$ cat src/hdl/grec_pkg.sv
package grec_pkg;

  localparam int unsigned MAX_NODE_COUNT = 64;
  localparam int unsigned IdxW = (MAX_NODE_COUNT > 1) ? $clog2(MAX_NODE_COUNT) : 1;
  localparam int unsigned CntW = $clog2(MAX_NODE_COUNT + 1);
  localparam int unsigned IdW = 16;

  typedef logic [IdxW-1:0] idx_t;
  typedef logic [CntW-1:0] cnt_t;
  typedef logic [IdW-1:0] id_t;
  typedef logic [MAX_NODE_COUNT-1:0] row_t;

  typedef enum logic [1:0] {
    KIND_INSERT_NODE,
    KIND_INSERT_EDGE,
    KIND_QUERY_EDGE,
    KIND_QUERY_REACH
  } kind_e;

  typedef enum logic [1:0] {
    STATUS_OK,
    STATUS_FULL,
    STATUS_DUP,
    STATUS_UNKNOWN
  } status_e;

  typedef enum logic [1:0] {
    OP_CLEAR_ROW,
    OP_SET_EDGE,
    OP_TEST_EDGE,
    OP_REACH
  } walk_op_e;

  typedef struct packed {
    kind_e kind;
    id_t   first_id;
    id_t   second_id;
  } in_item_t;

  typedef struct packed {
    status_e status;
    logic    answer;
  } out_item_t;

  typedef struct packed {
    logic     start;
    walk_op_e op;
    idx_t     src;
    idx_t     dst;
  } walk_cmd_t;

  typedef struct packed {
    logic done;
    logic answer;
  } walk_rsp_t;

  typedef struct packed {
    logic done;
    logic found_a;
    logic found_b;
    idx_t idx_a;
    idx_t idx_b;
  } search_rsp_t;

  // index of the lowest set bit
  function automatic idx_t first_set_idx(row_t v);
    row_t low;
    idx_t idx;
    low = v & (~v + row_t'(1));
    idx = '0;
    for (int b = 0; b < IdxW; b++) begin
      for (int i = 0; i < MAX_NODE_COUNT; i++) begin
        if (i[b]) begin
          idx[b] = idx[b] | low[i];
        end
      end
    end
    return idx;
  endfunction

endpackage

$ cat src/hdl/grec_id_search.sv
module grec_id_search (
  input  logic                  clk_i,
  input  logic                  rst_ni,
  input  logic                  start_i,
  input  grec_pkg::id_t         id_a_i,
  input  grec_pkg::id_t         id_b_i,
  input  grec_pkg::cnt_t        count_i,
  input  logic                  wr_en_i,
  input  grec_pkg::idx_t        wr_idx_i,
  input  grec_pkg::id_t         wr_id_i,
  output grec_pkg::search_rsp_t rsp_o
);

  grec_pkg::id_t  mem_q [grec_pkg::MAX_NODE_COUNT];
  grec_pkg::id_t  rd_data_q;
  grec_pkg::cnt_t addr_q;
  grec_pkg::idx_t rd_idx_q;
  grec_pkg::idx_t idx_a_q;
  grec_pkg::idx_t idx_b_q;
  logic           running_q;
  logic           rd_valid_q;
  logic           found_a_q;
  logic           found_b_q;
  logic           done_q;
  logic           rd_en;

  assign rd_en = running_q && (addr_q < count_i);

  always_ff @(posedge clk_i) begin
    if (wr_en_i) begin
      mem_q[wr_idx_i] <= wr_id_i;
    end
    if (rd_en) begin
      rd_data_q <= mem_q[addr_q[grec_pkg::IdxW-1:0]];
    end
  end

  always_ff @(posedge clk_i or negedge rst_ni) begin
    if (!rst_ni) begin
      running_q  <= 1'b0;
      rd_valid_q <= 1'b0;
      addr_q     <= '0;
      rd_idx_q   <= '0;
      found_a_q  <= 1'b0;
      found_b_q  <= 1'b0;
      idx_a_q    <= '0;
      idx_b_q    <= '0;
      done_q     <= 1'b0;
    end else begin
      done_q <= 1'b0;
      if (start_i) begin
        running_q  <= 1'b1;
        rd_valid_q <= 1'b0;
        addr_q     <= '0;
        found_a_q  <= 1'b0;
        found_b_q  <= 1'b0;
      end else if (running_q) begin
        rd_valid_q <= rd_en;
        rd_idx_q   <= addr_q[grec_pkg::IdxW-1:0];
        if (rd_en) begin
          addr_q <= addr_q + grec_pkg::cnt_t'(1);
        end
        if (rd_valid_q) begin
          if (!found_a_q && (rd_data_q == id_a_i)) begin
            found_a_q <= 1'b1;
            idx_a_q   <= rd_idx_q;
          end
          if (!found_b_q && (rd_data_q == id_b_i)) begin
            found_b_q <= 1'b1;
            idx_b_q   <= rd_idx_q;
          end
        end
        if (!rd_en && !rd_valid_q) begin
          running_q <= 1'b0;
          done_q    <= 1'b1;
        end
      end
    end
  end

  assign rsp_o.done    = done_q;
  assign rsp_o.found_a = found_a_q;
  assign rsp_o.found_b = found_b_q;
  assign rsp_o.idx_a   = idx_a_q;
  assign rsp_o.idx_b   = idx_b_q;

endmodule

$ cat config.mk
export PLATFORM = sky130hd
export DESIGN_NAME = grec_id_search
export DESIGN_NICKNAME = d
export VERILOG_FILES = /design/src/hdl/grec_pkg.sv /design/src/hdl/grec_id_search.sv
export SDC_FILE = /design/constraint.sdc
export NUM_CORES = 1
export LEC_CHECK = 0
export BUFFER_PORTS_ARGS = -buffer_cell sky130_fd_sc_hd__buf_2
export CORE_ASPECT_RATIO = 1.4
export CORE_MARGIN = 5
export CORE_UTILIZATION = 35
export DETAILED_ROUTE_END_ITERATION = 8
export PLACE_DENSITY = 0.53
export SYNTH_ARGS = -nofsm -noshare
export SYNTH_HDL_FRONTEND = slang
export SYNTH_SLANG_ARGS = --single-unit
$ cat constraint.sdc
create_clock -name clk_i -period 2 [get_ports clk_i]
set_clock_uncertainty 0.05 [all_clocks]
set_input_delay 0.4 -clock clk_i [delete_from_list [all_inputs] [get_ports clk_i]]
set_output_delay 0.4 -clock clk_i [all_outputs]
set_load 0.02 [all_outputs]
==> results.yml <==
clocking:
  cts_tree: "yes"
  clockBufferDepth: 3
  cts_root_buffer: "clkbuf_16"
  worstSkewPairLatency_ns: 0.70
  clk_pin_slew_ns: 0.07
  cts_sinks: 1070
  cts_buffers: 99
  cts_htree_levels: 3
detailed_routing:
  wl_met2_mm: 62.42
  wirelength_mm: 114.5
  first_pass_iters: 7
  drc: 0
  vias: 21120
  avgViaCountPerCell: 5.200
  met3WireLength_mm: 5.363
  drt_iter0_drc: 1715
  wirelength_met1_mm: 43.55
  ant_nets: 0
  wire_per_inst_um: 28.20
  dr.max_layer_used: "met5"
die:
  die_w_um: 301.9
  die_h_um: 418.7
  fp.dieArea_mm2: 0.1264
  boundaryPins: 80
  rows: 150
  coreArea_mm2: 0.1190
  start_util_pct: 35.09
placed_design:
  place_area_mm2: 0.04772
  hpwl_mm: 73.19
  routabilityCongestion: 0.8172
  port_buffers: 79
setup_path:
  cp_max_fo: 10
  arrival_ns: 2.93
  worstPathRequired_ns: 2.39
  cp-start-kind: "flop"
  cp_slowest_stage_delay_ns: 0.50
  cpMaxStageDelayCell: "mux4_2"
  endpoint_kind: "flop"
  crit_chain: "buf_12 > buf_16 > buf_8 > mux4_2 > mux2_4 > a221oi_4 > a211o_1 > o31ai_1"
  criticalPathCategory: "reg2reg"
timing:
  hold_viol_final: 0
  fin_ws_ns: -0.5418
  timing.fmax_ghz: 0.3934
  drv_slew: 0
  rsz0062_at_grt: "true"
  setup_viol: 55
  min_period_ns: 2.542
  relSlewSlack_pct: 42.04
  min_period_over_period_pct: 127.1
  finalSetupTns_ns: -19.27
  tightest_slew_ns: 0.8694
yosys:
  ys_warn_count: 0
  muxShareOfSynthArea_pct: 15.88
  synth_cell_types: 45
  yosys_register_bits: 1070
  synth_flop_cell: "edfxtp_1"
  syn-cell-area_mm2: 0.04176
  synth_edf_count: 1040
  synth_compound_area_share_pct: 3.299
  avgSynthCellArea_um2: 21.24
  synth_xor_xnor_area_share_pct: 0.7341
  yosysSeqAreaShare_pct: 76.59
  synth-simple-area-share_pct: 1.750
  synth_cells: 1966
  syn_nets: 2038
  synth_top_family_by_area: "multiplexers"
  ys_async_sr_fraction_pct: 2.804
  synthAdderAreaFrac_pct: 0.2098
global_route:
  grt_pass1_wl_mm: 163.3
  grt_pass1_vias: 22340
  grt_max_degree: 65
  globalRouteTotalUtil_pct: 18.01
  antenna_found_initial: 6
  overflow: 0
cells_and_area:
  layout.nets: 2458
  syn_to_final_growth_pct: 24.71
  final_area_mm2: 0.05207
  final_cell_mix: "edfxtp_1 (1040), mux4_2 (206), buf_4 (202)"
  drive_gt1_share_pct: 39.83
  final_common_cell: "edfxtp_1"
  n_fill_cell: 10250
power_and_ir_drop:
  power.density_mw_per_mm2: 966.2
  peakVddDrop_v: 0.0006045
  p_leak_nw: 16.71
worst_hold_path:
  hold_path_class: "in2async"
job:
  cap_violations: 0
status:
  violations: "setup timing"
  status: "complete, but fails checks"
[Yosys cell counts (8+ instances only)]
library cell / number / area, µm²
a211o_1: 18 / 157.7
a21oi_1: 36 / 180.2
a221oi_1: 27 / 236.5
a22oi_1: 16 / 120.1
buf_2: 43 / 215.2
buf_4: 28 / 210.2
clkbuf_1: 39 / 146.4
dfrtp_1: 30 / 750.7
edfxtp_1: 1040 / 31230
inv_1: 8 / 30.03
mux2_2: 69 / 777.0
mux2i_1: 117 / 1171
mux4_2: 206 / 4639
nand2_1: 19 / 71.32
nand2b_1: 14 / 87.58
nand3_1: 8 / 40.04
nand4_1: 10 / 62.56
nor2_1: 72 / 270.3
o2111ai_1: 8 / 70.07
o221ai_1: 25 / 219.0
o22ai_1: 16 / 100.1
o31ai_1: 11 / 82.58
xnor2_1: 30 / 262.8
[path summary, 6_finish.rpt]
| path | startpoint | end | slack (ns) | depth (start not counted) |
|---|---|---|---|---|
| max | addr_q[0]$_DFFE_PN0P_ | rd_data_q[1]$_DFFE_PP_ | -0.54 | 8 |
| min | rst_ni | idx_a_q[1]$_DFFE_PN0P_ | 0.12 | 2 |
| max reg2reg | addr_q[0]$_DFFE_PN0P_ | rd_data_q[1]$_DFFE_PP_ | -0.54 | 8 |
| min reg2reg | idx_a_q[0]$_DFFE_PN0P_ | idx_a_q[0]$_DFFE_PN0P_ | 0.46 | 1 |
| max in group asynchronous | rst_ni | addr_q[2]$_DFFE_PN0P_ | 1.25 | 3 |
| min in group clk_i | wr_id_i[7] | mem_q[22][7]$_DFFE_PP_ | 0.14 | 2 |
[repair_timing]
item                       CTS  global route
resized for setup           81            39
hold endpoints to repair    42             0
hold buffers                 3             0
setup endpoints to repair   55            56
pin swaps                   26            16
buffers inserted            20             7
cloned                       6             4
[worst max-delay path: cells and delay by family (launching register included)]
kind | cells | cell delay [ns]
muxes | 2 | 0.79
AOI/OAI and AO/OA | 3 | 0.53
DFF | 1 | 0.46
buffers and inverters | 3 | 0.43
[metal layers]
| layer | track usage (%) | vias up |
|---|---|---|
| met5 | 0 | - |
| met4 | 5.104 | 4 |
| met3 | 2.644 | 153 |
| li1 | - | 9059 |
| met1 | 21.76 | 11390 |
| met2 | 33.40 | 513 |
[registers in the layout, indices dropped and copies added (netlist names)]
register / flops
running_q: 1
found_a_q: 1
idx_b_q: 6
done_q: 1
rd_idx_q: 6
idx_a_q: 6
rd_data_q: 16
found_b_q: 1
addr_q: 7
rd_valid_q: 1
mem_q: 1024
[kinds of logic (layout without fill, tap and decap cells)]
kind of cell,after synthesis,count (layout)
flops,1070,1070
fa+ha+maj,7,7
xor+xnor,35,35
mux,396,396
buf+inv,122,619
other cells,0,2
simple gates,149,149
compound gates,187,187
[stage by stage]
step / util [%] / cells / worst slack [ns] / total power, W / hold slack, ns
after floorplan: - / 1966 / -0.3929 / 0.02873 / 0.05441
after global placement: 40.11 / 3845 / -0.7417 / 0.03114 / 0.2917
after detailed placement: 40.11 / 3845 / -0.7342 / 0.03123 / 0.3024
after CTS: 43.49 / 4051 / -0.5502 / 0.05060 / 0.06242
after global routing: 43.76 / 4059 / -0.6075 / 0.05200 / 0.1104
final: 43.76 / 4061 / -0.5418 / 0.05031 / 0.1164
[layout make-up]
| class | instances | area (µm²) | area share, % |
|---|---|---|---|
| antenna | 2 | 5.005 | 0.009611 |
| clock inverter | 60 | 605.6 | 1.163 |
| tap | 1596 | 1997 | 3.835 |
| inverter | 8 | 33.78 | 0.06488 |
| clock buffer | 118 | 2621 | 5.034 |
| sequential | 1070 | 32000 | 61.45 |
| timing repair buffer | 433 | 4878 | 9.369 |
| multi-input combinational | 774 | 9933 | 19.08 |
[where the power goes]
part	leakage, nW	total [W]	internal, W	switching [W]
combinational	5.36	0.00619	0.00310	0.00309
clock	1.58	0.0190	0.0108	0.00822
sequential	9.78	0.0251	0.0249	0.000250
Note: power is estimated with default switching activity, not from simulation.
